`src/sv/mmcs_pkg.sv`:
```
// Shared types, codes and sequence ROM for the mount move command sequencer.
// No dependencies.
package mmcs_pkg;

  localparam int MAX_SEQ_DEFAULT = 8;
  localparam int ROM_DEPTH       = 8;
  localparam int ROM_IDX_W       = 3;
  localparam int ROM_LEN_W       = 4;
  localparam int CODE_W          = 5;
  localparam int CFG_IDX_W       = 3;
  localparam int CFG_DATA_W      = 2;

  // config register indexes
  localparam logic [CFG_IDX_W-1:0] CFG_SWAP_AXES    = 3'd0;
  localparam logic [CFG_IDX_W-1:0] CFG_REVERSE_DEC  = 3'd1;
  localparam logic [CFG_IDX_W-1:0] CFG_REVERSE_RA   = 3'd2;
  localparam logic [CFG_IDX_W-1:0] CFG_FOCUS_FAST   = 3'd3;
  localparam logic [CFG_IDX_W-1:0] CFG_FOCUS_MEDIUM = 3'd4;
  localparam logic [CFG_IDX_W-1:0] CFG_SLEW_MODE    = 3'd5;
  localparam logic [CFG_IDX_W-1:0] CFG_IFACE_SEL    = 3'd6;

  typedef enum logic [1:0] {
    IF_MANUAL = 2'd0,
    IF_PADDLE = 2'd1,
    IF_ASCII  = 2'd2,
    IF_RSVD   = 2'd3
  } iface_e;

  // direction and final codes
  localparam logic [CODE_W-1:0] CODE_STOP       = 5'd0;
  localparam logic [CODE_W-1:0] CODE_LEFT       = 5'd1;
  localparam logic [CODE_W-1:0] CODE_RIGHT      = 5'd2;
  localparam logic [CODE_W-1:0] CODE_UP         = 5'd3;
  localparam logic [CODE_W-1:0] CODE_DOWN       = 5'd4;
  localparam logic [CODE_W-1:0] CODE_SLEW_STOP  = 5'd5;
  localparam logic [CODE_W-1:0] CODE_SLEW_LEFT  = 5'd6;
  localparam logic [CODE_W-1:0] CODE_SLEW_RIGHT = 5'd7;
  localparam logic [CODE_W-1:0] CODE_SLEW_UP    = 5'd8;
  localparam logic [CODE_W-1:0] CODE_SLEW_DOWN  = 5'd9;
  localparam logic [CODE_W-1:0] CODE_FOCUS_STOP = 5'd10;
  localparam logic [CODE_W-1:0] CODE_FOCUS_IN   = 5'd11;
  localparam logic [CODE_W-1:0] CODE_FOCUS_OUT  = 5'd12;
  localparam logic [CODE_W-1:0] CODE_FIN_MED    = 5'd13;
  localparam logic [CODE_W-1:0] CODE_FOUT_MED   = 5'd14;
  localparam logic [CODE_W-1:0] CODE_FIN_FAST   = 5'd15;
  localparam logic [CODE_W-1:0] CODE_FOUT_FAST  = 5'd16;
  localparam logic [CODE_W-1:0] SLEW_OFFSET     = 5'd5;
  localparam logic [CODE_W-1:0] FOCUS_MED_OFS   = 5'd2;
  localparam logic [CODE_W-1:0] FOCUS_FAST_OFS  = 5'd4;

  // entry: bit 8 set marks a drain-and-wait, low byte is byte or delay
  typedef logic [8:0] entry_t;

  typedef struct packed {
    logic [ROM_LEN_W-1:0]     len;
    entry_t [ROM_DEPTH-1:0]   e;
  } seq_t;

  typedef struct packed {
    logic load;
    logic emit;
    logic last;
  } mmcs_cmd_t;

  function automatic entry_t by(input logic [7:0] c);
    return {1'b0, c};
  endfunction

  function automatic entry_t dly(input logic [7:0] d);
    return {1'b1, d};
  endfunction

  function automatic seq_t mk(input logic [ROM_LEN_W-1:0] len,
                              input entry_t e0, input entry_t e1,
                              input entry_t e2, input entry_t e3,
                              input entry_t e4, input entry_t e5,
                              input entry_t e6, input entry_t e7);
    seq_t s;
    s.len  = len;
    s.e[0] = e0;
    s.e[1] = e1;
    s.e[2] = e2;
    s.e[3] = e3;
    s.e[4] = e4;
    s.e[5] = e5;
    s.e[6] = e6;
    s.e[7] = e7;
    return s;
  endfunction

  function automatic seq_t paddle_seq(input logic [CODE_W-1:0] code);
    entry_t z;
    seq_t   s;
    z = by(8'h00);
    unique case (code)
      CODE_STOP, CODE_SLEW_STOP: s = mk(4'd1, z, z, z, z, z, z, z, z);
      CODE_LEFT:  s = mk(4'd2, by(8'h08), by(8'h18), z, z, z, z, z, z);
      CODE_RIGHT: s = mk(4'd2, by(8'h01), by(8'h11), z, z, z, z, z, z);
      CODE_UP:    s = mk(4'd2, by(8'h04), by(8'h14), z, z, z, z, z, z);
      CODE_DOWN:  s = mk(4'd2, by(8'h02), by(8'h12), z, z, z, z, z, z);
      CODE_SLEW_LEFT:
        s = mk(4'd4, by(8'h08), by(8'h18), dly(8'd100), by(8'h19), z, z, z, z);
      CODE_SLEW_RIGHT:
        s = mk(4'd4, by(8'h01), by(8'h11), dly(8'd100), by(8'h19), z, z, z, z);
      CODE_SLEW_UP:
        s = mk(4'd4, by(8'h04), by(8'h14), dly(8'd100), by(8'h16), z, z, z, z);
      CODE_SLEW_DOWN:
        s = mk(4'd4, by(8'h02), by(8'h12), dly(8'd100), by(8'h16), z, z, z, z);
      default:    s = mk(4'd0, z, z, z, z, z, z, z, z);
    endcase
    return s;
  endfunction

  function automatic seq_t ascii_seq(input logic [CODE_W-1:0] code);
    entry_t z;
    entry_t c;
    entry_t h;
    seq_t   s;
    z = by(8'h00);
    c = by(":");
    h = by("#");
    unique case (code)
      CODE_STOP:       s = mk(4'd3, c, by("Q"), h, z, z, z, z, z);
      CODE_LEFT:       s = mk(4'd4, c, by("M"), by("e"), h, z, z, z, z);
      CODE_RIGHT:      s = mk(4'd4, c, by("M"), by("w"), h, z, z, z, z);
      CODE_UP:         s = mk(4'd4, c, by("M"), by("n"), h, z, z, z, z);
      CODE_DOWN:       s = mk(4'd4, c, by("M"), by("s"), h, z, z, z, z);
      CODE_SLEW_STOP:  s = mk(4'd7, c, by("Q"), h, c, by("R"), by("G"), h, z);
      CODE_SLEW_LEFT:  s = mk(4'd8, c, by("R"), by("C"), h, c, by("M"), by("e"), h);
      CODE_SLEW_RIGHT: s = mk(4'd8, c, by("R"), by("C"), h, c, by("M"), by("w"), h);
      CODE_SLEW_UP:    s = mk(4'd8, c, by("R"), by("C"), h, c, by("M"), by("n"), h);
      CODE_SLEW_DOWN:  s = mk(4'd8, c, by("R"), by("C"), h, c, by("M"), by("s"), h);
      CODE_FOCUS_STOP: s = mk(4'd4, c, by("F"), by("Q"), h, z, z, z, z);
      CODE_FOCUS_IN:   s = mk(4'd8, c, by("F"), by("S"), h, c, by("F"), by("+"), h);
      CODE_FOCUS_OUT:  s = mk(4'd8, c, by("F"), by("S"), h, c, by("F"), by("-"), h);
      CODE_FIN_MED:    s = mk(4'd8, c, by("F"), by("M"), h, c, by("F"), by("+"), h);
      CODE_FOUT_MED:   s = mk(4'd8, c, by("F"), by("M"), h, c, by("F"), by("-"), h);
      CODE_FIN_FAST:   s = mk(4'd8, c, by("F"), by("F"), h, c, by("F"), by("+"), h);
      CODE_FOUT_FAST:  s = mk(4'd8, c, by("F"), by("F"), h, c, by("F"), by("-"), h);
      default:         s = mk(4'd3, c, by("Q"), h, z, z, z, z, z);
    endcase
    return s;
  endfunction

endpackage

```
`src/sv/mmcs_ctrl.sv`:
```
// Sequencer controller: accepts a request and steps through its entries.
// Depends on mmcs_pkg.
module mmcs_ctrl #(
  parameter int MAX_SEQUENCE = mmcs_pkg::MAX_SEQ_DEFAULT,
  parameter int IdxW         = $clog2(MAX_SEQUENCE),
  parameter int LenW         = $clog2(MAX_SEQUENCE + 1)
) (
  input  logic                 clk_i,
  input  logic                 rst_ni,
  input  logic                 start_i,
  input  logic [LenW-1:0]      seq_len_i,
  output logic                 busy_o,
  output mmcs_pkg::mmcs_cmd_t  cmd_o,
  output logic [IdxW-1:0]      idx_o
);
  import mmcs_pkg::*;

  typedef enum logic {
    ST_IDLE,
    ST_EMIT
  } state_e;

  state_e          state_q;
  logic [IdxW-1:0] idx_q;
  logic            empty;
  logic            last;

  assign empty = (seq_len_i == '0);
  assign last  = ({{(LenW-IdxW){1'b0}}, idx_q} == seq_len_i - LenW'(1));

  always_comb begin
    cmd_o.load = start_i && (state_q == ST_IDLE);
    cmd_o.emit = (state_q == ST_EMIT) && !empty;
    cmd_o.last = last;
  end

  assign busy_o = (state_q != ST_IDLE);
  assign idx_o  = idx_q;

  always_ff @(posedge clk_i or negedge rst_ni) begin
    if (!rst_ni) begin
      state_q <= ST_IDLE;
      idx_q   <= '0;
    end else begin
      unique case (state_q)
        ST_IDLE: begin
          if (start_i) begin
            state_q <= ST_EMIT;
            idx_q   <= '0;
          end
        end
        ST_EMIT: begin
          if (empty || last) begin
            state_q <= ST_IDLE;
          end else begin
            idx_q <= idx_q + IdxW'(1);
          end
        end
        default: state_q <= ST_IDLE;
      endcase
    end
  end

endmodule

```
`src/sv/mmcs_dp.sv`:
```
// Sequencer datapath: config registers, direction remap, sequence lookup
// and the result register. Depends on mmcs_pkg.
module mmcs_dp #(
  parameter int MAX_SEQUENCE = mmcs_pkg::MAX_SEQ_DEFAULT,
  parameter int IdxW         = $clog2(MAX_SEQUENCE),
  parameter int LenW         = $clog2(MAX_SEQUENCE + 1)
) (
  input  logic                              clk_i,
  input  logic                              rst_ni,
  input  logic                              cfg_we_i,
  input  logic [mmcs_pkg::CFG_IDX_W-1:0]    cfg_idx_i,
  input  logic [mmcs_pkg::CFG_DATA_W-1:0]   cfg_wdata_i,
  input  logic [mmcs_pkg::CODE_W-1:0]       direction_i,
  input  mmcs_pkg::mmcs_cmd_t               cmd_i,
  input  logic [IdxW-1:0]                   idx_i,
  output logic [LenW-1:0]                   seq_len_o,
  output logic                              result_strobe_o,
  output logic                              entry_kind_o,
  output logic [7:0]                        out_byte_o,
  output logic [7:0]                        delay_ms_o,
  output logic                              last_entry_o
);
  import mmcs_pkg::*;

  logic        swap_axes_q, reverse_dec_q, reverse_ra_q;
  logic        focus_fast_q, focus_medium_q, slew_mode_q;
  iface_e      iface_q;

  logic [CODE_W-1:0] swapped;
  logic [CODE_W-1:0] mapped;
  logic [CODE_W-1:0] code;
  seq_t              seq_d, seq_q;
  logic [LenW-1:0]   rom_len;
  entry_t            entry;

  logic       strobe_q, kind_q, last_q;
  logic [7:0] byte_q, delay_q;

  always_ff @(posedge clk_i or negedge rst_ni) begin
    if (!rst_ni) begin
      swap_axes_q    <= 1'b0;
      reverse_dec_q  <= 1'b0;
      reverse_ra_q   <= 1'b0;
      focus_fast_q   <= 1'b0;
      focus_medium_q <= 1'b0;
      slew_mode_q    <= 1'b0;
      iface_q        <= IF_MANUAL;
    end else if (cfg_we_i) begin
      unique case (cfg_idx_i)
        CFG_SWAP_AXES:    swap_axes_q    <= cfg_wdata_i[0];
        CFG_REVERSE_DEC:  reverse_dec_q  <= cfg_wdata_i[0];
        CFG_REVERSE_RA:   reverse_ra_q   <= cfg_wdata_i[0];
        CFG_FOCUS_FAST:   focus_fast_q   <= cfg_wdata_i[0];
        CFG_FOCUS_MEDIUM: focus_medium_q <= cfg_wdata_i[0];
        CFG_SLEW_MODE:    slew_mode_q    <= cfg_wdata_i[0];
        CFG_IFACE_SEL:    iface_q        <= iface_e'(cfg_wdata_i);
        default: ;
      endcase
    end
  end

  // axis swap, then reversal, focus speed, catch-all to stop, slew offset
  always_comb begin
    swapped = direction_i;
    if (swap_axes_q) begin
      case (direction_i)
        CODE_UP:    swapped = CODE_RIGHT;
        CODE_DOWN:  swapped = CODE_LEFT;
        CODE_LEFT:  swapped = CODE_UP;
        CODE_RIGHT: swapped = CODE_DOWN;
        default:    swapped = direction_i;
      endcase
    end
    case (swapped)
      CODE_UP:    mapped = reverse_dec_q ? CODE_DOWN : CODE_UP;
      CODE_DOWN:  mapped = reverse_dec_q ? CODE_UP : CODE_DOWN;
      CODE_LEFT:  mapped = reverse_ra_q ? CODE_RIGHT : CODE_LEFT;
      CODE_RIGHT: mapped = reverse_ra_q ? CODE_LEFT : CODE_RIGHT;
      CODE_FOCUS_IN, CODE_FOCUS_OUT: begin
        if (focus_fast_q) begin
          mapped = swapped + FOCUS_FAST_OFS;
        end else if (focus_medium_q) begin
          mapped = swapped + FOCUS_MED_OFS;
        end else begin
          mapped = swapped;
        end
      end
      CODE_FOCUS_STOP: mapped = CODE_FOCUS_STOP;
      default:         mapped = CODE_STOP;
    endcase
    code = (slew_mode_q && (mapped <= CODE_DOWN)) ? mapped + SLEW_OFFSET : mapped;
  end

  always_comb begin
    unique case (iface_q)
      IF_PADDLE: seq_d = paddle_seq(code);
      IF_ASCII:  seq_d = ascii_seq(code);
      default:   seq_d = '0;
    endcase
  end

  always_ff @(posedge clk_i or negedge rst_ni) begin
    if (!rst_ni) begin
      seq_q <= '0;
    end else if (cmd_i.load) begin
      seq_q <= seq_d;
    end
  end

  assign rom_len   = LenW'(seq_q.len);
  assign seq_len_o = (rom_len > LenW'(MAX_SEQUENCE)) ? LenW'(MAX_SEQUENCE) : rom_len;
  assign entry     = seq_q.e[idx_i[ROM_IDX_W-1:0]];

  always_ff @(posedge clk_i or negedge rst_ni) begin
    if (!rst_ni) begin
      strobe_q <= 1'b0;
    end else begin
      strobe_q <= cmd_i.emit;
    end
  end

  always_ff @(posedge clk_i) begin
    if (cmd_i.emit) begin
      kind_q  <= entry[8];
      byte_q  <= entry[8] ? 8'h00 : entry[7:0];
      delay_q <= entry[8] ? entry[7:0] : 8'h00;
      last_q  <= cmd_i.last;
    end
  end

  assign result_strobe_o = strobe_q;
  assign entry_kind_o    = kind_q;
  assign out_byte_o      = byte_q;
  assign delay_ms_o      = delay_q;
  assign last_entry_o    = last_q;

endmodule

```
`src/sv/mount_move_command_sequencer.sv`:
```
// Top level of the mount move command sequencer.
// Instantiates mmcs_ctrl and mmcs_dp; depends on mmcs_pkg.
//
// A request is taken when start_i is high and busy_o is low. The direction
// is remapped by the config registers and its entry list latched at the
// accepting edge; busy_o then stays high while the entries leave one per
// cycle, each shown for a single cycle on result_strobe_o in the cycle
// after the controller's step. A sequence holds up to 8 entries; manual
// mode and empty sequences raise busy_o but emit nothing. The receiver
// cannot stall: every strobed beat must be taken when it appears.
module mount_move_command_sequencer #(
  parameter int MAX_SEQUENCE = mmcs_pkg::MAX_SEQ_DEFAULT
) (
  input  logic                              clk_i,
  input  logic                              rst_ni,
  input  logic                              cfg_we_i,
  input  logic [mmcs_pkg::CFG_IDX_W-1:0]    cfg_idx_i,
  input  logic [mmcs_pkg::CFG_DATA_W-1:0]   cfg_wdata_i,
  input  logic                              start_i,
  output logic                              busy_o,
  input  logic [mmcs_pkg::CODE_W-1:0]       direction_i,
  output logic                              result_strobe_o,
  output logic                              entry_kind_o,
  output logic [7:0]                        out_byte_o,
  output logic [7:0]                        delay_ms_o,
  output logic                              last_entry_o
);
  import mmcs_pkg::*;

  localparam int IdxW = $clog2(MAX_SEQUENCE);
  localparam int LenW = $clog2(MAX_SEQUENCE + 1);

  mmcs_cmd_t       cmd;
  logic [IdxW-1:0] idx;
  logic [LenW-1:0] seq_len;

  mmcs_ctrl #(
    .MAX_SEQUENCE (MAX_SEQUENCE),
    .IdxW         (IdxW),
    .LenW         (LenW)
  ) u_ctrl (
    .clk_i     (clk_i),
    .rst_ni    (rst_ni),
    .start_i   (start_i),
    .seq_len_i (seq_len),
    .busy_o    (busy_o),
    .cmd_o     (cmd),
    .idx_o     (idx)
  );

  mmcs_dp #(
    .MAX_SEQUENCE (MAX_SEQUENCE),
    .IdxW         (IdxW),
    .LenW         (LenW)
  ) u_dp (
    .clk_i           (clk_i),
    .rst_ni          (rst_ni),
    .cfg_we_i        (cfg_we_i),
    .cfg_idx_i       (cfg_idx_i),
    .cfg_wdata_i     (cfg_wdata_i),
    .direction_i     (direction_i),
    .cmd_i           (cmd),
    .idx_i           (idx),
    .seq_len_o       (seq_len),
    .result_strobe_o (result_strobe_o),
    .entry_kind_o    (entry_kind_o),
    .out_byte_o      (out_byte_o),
    .delay_ms_o      (delay_ms_o),
    .last_entry_o    (last_entry_o)
  );

endmodule

```
`config.mk`:
```
export PLATFORM = sky130hd
export DESIGN_NAME = mount_move_command_sequencer
export DESIGN_NICKNAME = d
export VERILOG_FILES = /design/src/sv/mmcs_pkg.sv /design/src/sv/mmcs_ctrl.sv /design/src/sv/mmcs_dp.sv /design/src/sv/mount_move_command_sequencer.sv
export SDC_FILE = /design/constraint.sdc
export NUM_CORES = 1
export LEC_CHECK = 0
export CAP_MARGIN = 20
export CELL_PAD_IN_SITES_DETAIL_PLACEMENT = 1
export CELL_PAD_IN_SITES_GLOBAL_PLACEMENT = 1
export CORE_MARGIN = 8
export CORE_UTILIZATION = 27
export CTS_CLUSTER_DIAMETER = 60
export DETAILED_ROUTE_END_ITERATION = 7
export DONT_BUFFER_PORTS = 1
export PLACE_DENSITY = 0.54
export SYNTH_ARGS = -nofsm -noshare
export SYNTH_HDL_FRONTEND = slang
export SYNTH_SLANG_ARGS = --single-unit
export TNS_END_PERCENT = 10
```
`constraint.sdc`:
```
create_clock -name clk_i -period 5.8 [get_ports clk_i]
set_input_delay 0.87 -clock clk_i [delete_from_list [all_inputs] [get_ports clk_i]]
set_output_delay 0.87 -clock clk_i [all_outputs]
set_load 0.03 [all_outputs]
```
==> metrics.md, run 1 <==
| Metric | Value |
|---|---|
| Fin Clk Skew | between 0.004 and 0.005 ns |
| Post-CTS setup buffer count | 0 |
| Final instance count without filler cells | 670 |
| # H-tree levels | 3 |
| Initial Util | 0.2728 |
| RSZ-0062 raised after global routing | false |
| Most frequent cells in the layout | 71 x nand2_1, 51 x dfrtp_1, 26 x nor2_1 |
| Post-DR wirelength/cell | 18.06 µm |
| Vias | ~3500 |
| Mapped Cells | 460 |
| Post-CTS Hold Buffers | 0 |
| Num CTS Buffers | 9 |
| Sequential area share after synthesis | 0.3939 |
| Reg power frac | 0.442 |
| Status | complete, no violations |
| Crit path arrival time | between 5 and 6 ns |
| Initial antenna violation count | 0 |
| Gp weighted congestion | a little over 0.8 |
| Post-DP HPWL | roughly 9000 µm |
| Net Sw Frac | 0.3853 |
| Max FO, Critical Path | 13 |
| Final period util | 0.8536 |
| Ys async rst share | 0.7612 |
| FP Rows | between 40 and 50 |
| Die Y | about 140 µm |
| # DRC | 0 |
| Die area | 20880 µm² |
| Max_cap viols | 0 |
| GRT Residual Overflow | 0 |
| Maximum VDD drop | 129.9 µV |
| Vias in the first global route | between 3000 and 4000 |
| Combinational Power Share | 0.293 |
| CTS tree | done |
| Final setup viols | 0 |
| Fillers | about 1900 |
| Critical path capture point type | flop |
| Synth Cell Area | about 4500 µm² |
| Top FF cell, synth | dfrtp_1 |
| Yosys warns | 0 |
| Slew Viols, Final | 0 |
| Critical path class | input pin to flop |
| Layout cells sized above 1 | 0.1178 |
| Syn_area_per_cell | between 9 and 10 µm² |
| Dpl cells | 654 |
| Global-route wire length before repair | about 20000 µm |
| Clk sink count | 67 |
| # port buffers | 0 |
| Clk buf depth | 2 |
| Later-pin clock latency in the skew report | 0.33 ns |
| ANT nets after route | 0 |
| Setup TNS | 0 ns |
| Leak | roughly 1.9 nW |
| CTS resizes | 0 |
| Slew margin rel. | 0.4335 |
| Switch Pwr | 0.6944 mW |
| F_max | 202.0 MHz |
| Clock share of power | 0.265 |
| Final WL | approximately 12000 µm |
| Critical path required time | just over 6 ns |
| Pin count of the biggest net entering global routing | 52 |
| Inserted Diodes | 0 |
| Commonest non-fill, non-tap cell in the layout | nand2_1 |
| Die width | around 140 µm |
| Clk root buf | clkbuf_16 |
| Post-synthesis register bit count | 67 |
| GRT Total Usage | 0.1236 |
| Reg2Reg Setup Slack | between 0.9 and 1 ns |
| 1st-pass router iterations | 4 |
| Hold crit path type | input pin to async pin |
| Core area | 16350 µm² |
| Syn-to-layout area delta | 9.764% |
| Fin nets | between 400 and 500 |
| IO Count | 34 |
| Power per cell area | between 300 and 400 nW/µm² |
| Tmin final | 4.951 ns |
| Int Pwr | ~1.1 mW |
| Vias/cell | between 5 and 6 |
| Library cells used by synthesis | 77 |
| Clock transition at path regs | 0.05 ns |
| Initial DRC count | 171 |
| Worst Max-Slew Pin Slew | roughly 0.85 ns |
| Number of synthesized flops with an enable pin | 16 |
| Crit path launch type | input pin |
| Fin. Hold Viols | 0 |
cells by family (layout without fill, tap and decap cells):
group | after synthesis | in the layout | share of synthesized area
compound gates | 106 | 106 | 0.1745
xor+xnor | 9 | 9 | 0.01768
flops | 67 | 67 | 0.3939
other cells | 1 | 2 | 0.0008409
simple gates | 172 | 172 | 0.2062
buf+inv | 50 | 39 | 0.04573
fa+ha+maj | 20 | 20 | 0.05612
mux | 35 | 35 | 0.1049
synthesized netlist by cell type, types with 7 or more instances:
master | count | share of area
a21oi_1 | 12 | 0.013
a22oi_1 | 8 | 0.013
buf_2 | 7 | 0.0079
clkbuf_1 | 21 | 0.018
dfrtp_1 | 51 | 0.29
edfxtp_1 | 16 | 0.11
ha_1 | 20 | 0.056
inv_1 | 17 | 0.014
mux2_2 | 10 | 0.025
mux2i_1 | 15 | 0.034
nand2_1 | 71 | 0.060
nand2b_1 | 7 | 0.0098
nand3_1 | 15 | 0.017
nor2_1 | 26 | 0.022
nor2b_1 | 8 | 0.011
o211ai_1 | 7 | 0.012
o21ai_0 | 15 | 0.017
o21ai_1 | 13 | 0.015
o221ai_1 | 8 | 0.016
sequential cells by signal, summed over array words and instances (netlist names):
register and flops:
u_ctrl.busy_o 1, u_ctrl.idx_o 3, u_dp.delay_ms_o 7, u_dp.entry_kind_o 1
u_dp.focus_fast_q 1, u_dp.focus_medium_q 1, u_dp.iface_q 2, u_dp.last_entry_o 1
u_dp.out_byte_o 7, u_dp.result_strobe_o 1, u_dp.reverse_dec_q 1, u_dp.reverse_ra_q 1
u_dp.rom_len 3, u_dp.seq_q 35, u_dp.slew_mode_q 1, u_dp.swap_axes_q 1
power by group through the flow:
stage               Combinational [mW]  Sequential [mW]  Clock [mW]
finish                           0.528            0.797       0.478
global route                     0.593            0.815       0.522
CTS                              0.534            0.801       0.494
detailed placement               0.532            0.809           0
global placement                 0.519            0.806           0
floorplan                        0.455            0.730           0
cell type report:
class	count	area, µm²	share of cell area
Clock buffer	12	236.5	0.04831
Clock inverter	4	18.77	0.003834
Inverter	18	67.56	0.01380
Multi-Input combinational cell	344	2502	0.5112
Sequential cell	67	1757	0.3589
Tap cell	220	275.3	0.05624
Timing Repair Buffer	5	37.54	0.007669
metrics by stage:
| step | power [mW] | instance area [µm²] | setup slack, ns | util | hold slack [ns] |
|---|---|---|---|---|---|
| 2_1_floorplan | 1.185 | 4463 | 1.199 | - | 0.4335 |
| 3_3_place_gp | 1.325 | 4639 | 0.7130 | 0.2838 | 0.4712 |
| 3_5_place_dp | 1.341 | 4639 | 0.5199 | 0.2838 | 0.4634 |
| 4_1_cts | 1.830 | 4895 | 0.8488 | 0.2994 | 0.2218 |
| 5_1_grt | 1.930 | 4895 | 0.5219 | 0.2994 | 0.2131 |
| 6_report | 1.802 | 4895 | 0.8488 | 0.2994 | 0.2353 |
final timing paths:
path / from / end / depth (start not counted)
setup / recovery: direction_i[4] / u_dp.rom_len[2]$_DFFE_PN0P_ / 18
hold / removal: rst_ni / u_dp.seq_q[58]$_DFFE_PN0P_ / 0
setup reg to reg: u_dp.swap_axes_q$_DFFE_PN0P_ / u_dp.rom_len[2]$_DFFE_PN0P_ / 18
hold reg to reg: u_dp.seq_q[29]$_DFFE_PN0P_ / u_dp.seq_q[29]$_DFFE_PN0P_ / 2
max in group asynchronous: rst_ni / u_dp.seq_q[48]$_DFFE_PN0P_ / 0
min in group clk_i: u_dp.seq_q[29]$_DFFE_PN0P_ / u_dp.seq_q[29]$_DFFE_PN0P_ / 2
metal layers:
layer  part of all wire  routed length (µm)  track usage  vias up
met5                  0                   0            0        -
met4              0.017                 211      0.04326        0
met3              0.025                 305      0.02410       17
met2               0.49                5909       0.2060       54
met1               0.47                5673       0.1559     1782
li1                   -                   -            -     1651
critical path: stages:
cell       delay [ns]
nor4b_2          0.28
mux2i_1          0.43
inv_1            0.15
ha_1             0.22
inv_1            0.05
a2111oi_0        0.08
a22oi_1          0.35
o2111ai_1        0.22
nand2_1          0.17
ha_1             0.22
o21ai_2          0.10
xnor2_1          0.52
inv_1            0.24
ha_1             0.35
o2111a_1         0.17
a21oi_1          0.35
o221ai_1         0.26
o211ai_1         0.13
Note: power is estimated with default switching activity, not from simulation.
==> inputs of run 2 (changes only) <==
- CORE_UTILIZATION: 27 -> 40
- PLACE_DENSITY: 0.54 -> 0.72
==> metrics.md, run 2 (synthesis results as in run 1) <==
| Metric | Value |
|---|---|
| Combinational Power Share | 0.311 |
| Status | complete, no violations |
| Power per cell area | approximately 360 nW/µm² |
| Final period util | 0.8348 |
| Die Y | 121.6 µm |
| Reg power frac | 0.465 |
| Crit path arrival time | between 5 and 6 ns |
| Fin nets | roughly 480 |
| Core area | approximately 11000 µm² |
| Place WS | about 0.61 ns |
| Gp weighted congestion | just under 0.9 |
| Syn-to-layout area delta | 5.864% |
| Layout cells sized above 1 | 0.1180 |
| Critical path capture point type | flop |
| Int Pwr | 1.031 mW |
| Final worst slack | 0.9582 ns |
| Hold crit path type | input pin to async pin |
| Post-DR wirelength/cell | 19.62 µm |
| # H-tree levels | 3 |
| Clk root buf | clkbuf_8 |
| RSZ-0062 raised after global routing | false |
| ANT nets after route | 0 |
| Vias in the first global route | 3574 |
| Later-pin clock latency in the skew report | 0.35 ns |
| Initial Util | 0.4114 |
| WHS | ~0.21 ns |
| Switch Pwr | just under 0.7 mW |
| Slew margin rel. | 0.4068 |
| Clk buf depth | 2 |
| Largest Register | u_dp.seq_q |
| Vias/cell | between 5 and 6 |
| Critical path required time | roughly 6.1 ns |
| Setup TNS | 0 ns |
| Clock share of power | 0.225 |
| Most common cell on crit path | ha_1 |
| F_max | just over 200 MHz |
| CP Buf/Inv Count | 2 |
| Clk sink count | 67 |
| GRT Total Usage | 0.1648 |
| Worst Max-Slew Pin Slew | 0.8866 ns |
| GRT Residual Overflow | 0 |
| CP delay by family, top | compound AO/OA/AOI/OAI gates |
| Die width | roughly 120 µm |
| Critical-path cell list | nor4b_2 > mux2i_1 > ha_1 > nand3_1 > mux2i_2 > a31oi_1 > o21ai_0 > inv_1 > ha_1 > o21ai_2 > xnor2_1 > inv_1 > ha_1 > a41oi_1 > nor2_1 > nand3b_1 > nand4b_1 |
| Fin Clk Skew | ~0.013 ns |
| Max_cap viols | 0 |
| IO Count | 34 |
| Critical path class | input pin to flop |
| FP Rows | 38 |
| Tmin final | approximately 4.8 ns |
| Initial DRC count | between 200 and 300 |
| Final WL | about 12000 µm |
| # DRC | 0 |
| Num CTS Buffers | 9 |
| Crit path launch type | input pin |
| Slew Viols, Final | 0 |
| Worst stage delay on the critical path | approximately 0.47 ns |
| Vias | approximately 3500 |
| Slowest CP cell | a41oi_1 |
| Die area | ~15000 µm² |
| CTS resizes | 0 |
| Inserted Diodes | 0 |
| Most frequent cells in the layout | 71 x nand2_1, 51 x dfrtp_1, 26 x nor2_1 |
| Maximum VDD drop | ~230 µV |
| CTS tree | done |
| Final setup viols | 0 |
| Global-route wire length before repair | ~19000 µm |
| Net Sw Frac | 0.3949 |
| Max FO, Critical Path | 13 |
| Clock transition at path regs | ~0.080 ns |
| Leak | ~1.9 nW |
| Post-DP HPWL | 8564 µm |
| Initial antenna violation count | 0 |
| Fin. Hold Viols | 0 |
| Post-CTS setup buffer count | 0 |
| # port buffers | 0 |
| Post-CTS Hold Buffers | 0 |
| Max FFs per register | 35 |
| Commonest non-fill, non-tap cell in the layout | nand2_1 |
| Pin count of the biggest net entering global routing | 52 |
| 1st-pass router iterations | 4 |
-- run 2: worst paths after layout --
kind | from | end | slack (ns) | cells after the start
worst min register to register | u_dp.seq_q[29]$_DFFE_PN0P_ | u_dp.seq_q[29]$_DFFE_PN0P_ | 0.47 | 2
worst max-delay path | direction_i[4] | u_dp.seq_q[13]$_DFFE_PN0P_ | 0.96 | 17
worst min-delay path | rst_ni | u_dp.reverse_ra_q$_DFFE_PN0P_ | 0.21 | 0
min in group clk_i | u_dp.seq_q[29]$_DFFE_PN0P_ | u_dp.seq_q[29]$_DFFE_PN0P_ | 0.47 | 2
worst max register to register | u_dp.swap_axes_q$_DFFE_PN0P_ | u_dp.seq_q[13]$_DFFE_PN0P_ | 1.11 | 17
max in group asynchronous | rst_ni | u_dp.seq_q[41]$_DFFE_PN0P_ | 5.47 | 0
-- run 2: worst register-to-register path, cell delays in order (launching register included) --
cell	delay [ns]
dfrtp_1	0.41
nor4b_2	0.25
mux2i_1	0.43
ha_1	0.32
nand3_1	0.14
mux2i_2	0.27
a31oi_1	0.12
o21ai_0	0.38
inv_1	0.10
ha_1	0.24
o21ai_2	0.19
xnor2_1	0.31
inv_1	0.22
ha_1	0.32
a41oi_1	0.48
nor2_1	0.15
nand3b_1	0.20
nand4b_1	0.12
-- run 2: layout make-up --
cell class | count | area, µm²
Sequential cell | 67 | 1757
Multi-Input combinational cell | 344 | 2502
Timing Repair Buffer | 4 | 30.03
Tap cell | 140 | 175.2
Clock inverter | 3 | 40.04
Clock buffer | 13 | 148.9
Inverter | 18 | 67.56
Fill cell | 1232 | 6120
-- run 2: power by group through the flow --
stage	Combinational (mW)	Sequential, mW	Clock, mW
3_3_place_gp	0.508	0.798	0
4_1_cts	0.531	0.795	0.394
3_5_place_dp	0.525	0.804	0
6_report	0.529	0.792	0.383
5_1_grt	0.589	0.808	0.413
2_1_floorplan	0.455	0.730	0
-- run 2: metal layers --
| layer | up-vias | wire length (µm) | track usage |
|---|---|---|---|
| met5 | - | 0 | 0 |
| met3 | 27 | 301 | 0.03008 |
| met4 | 0 | 310 | 0.06785 |
| met2 | 74 | 5791 | 0.2783 |
| met1 | 1724 | 5155 | 0.2036 |
| li1 | 1649 | - | - |
-- run 2: stage by stage --
stage / util / area [µm²] / power [mW] / std cells
final: 0.4355 / 4721 / 1.704 / 589
after global routing: 0.4355 / 4721 / 1.810 / 589
after CTS: 0.4355 / 4721 / 1.719 / 589
after detailed placement: 0.4181 / 4532 / 1.329 / 573
after global placement: 0.4181 / 4532 / 1.306 / 573
after floorplan: - / 4463 / 1.185 / 461
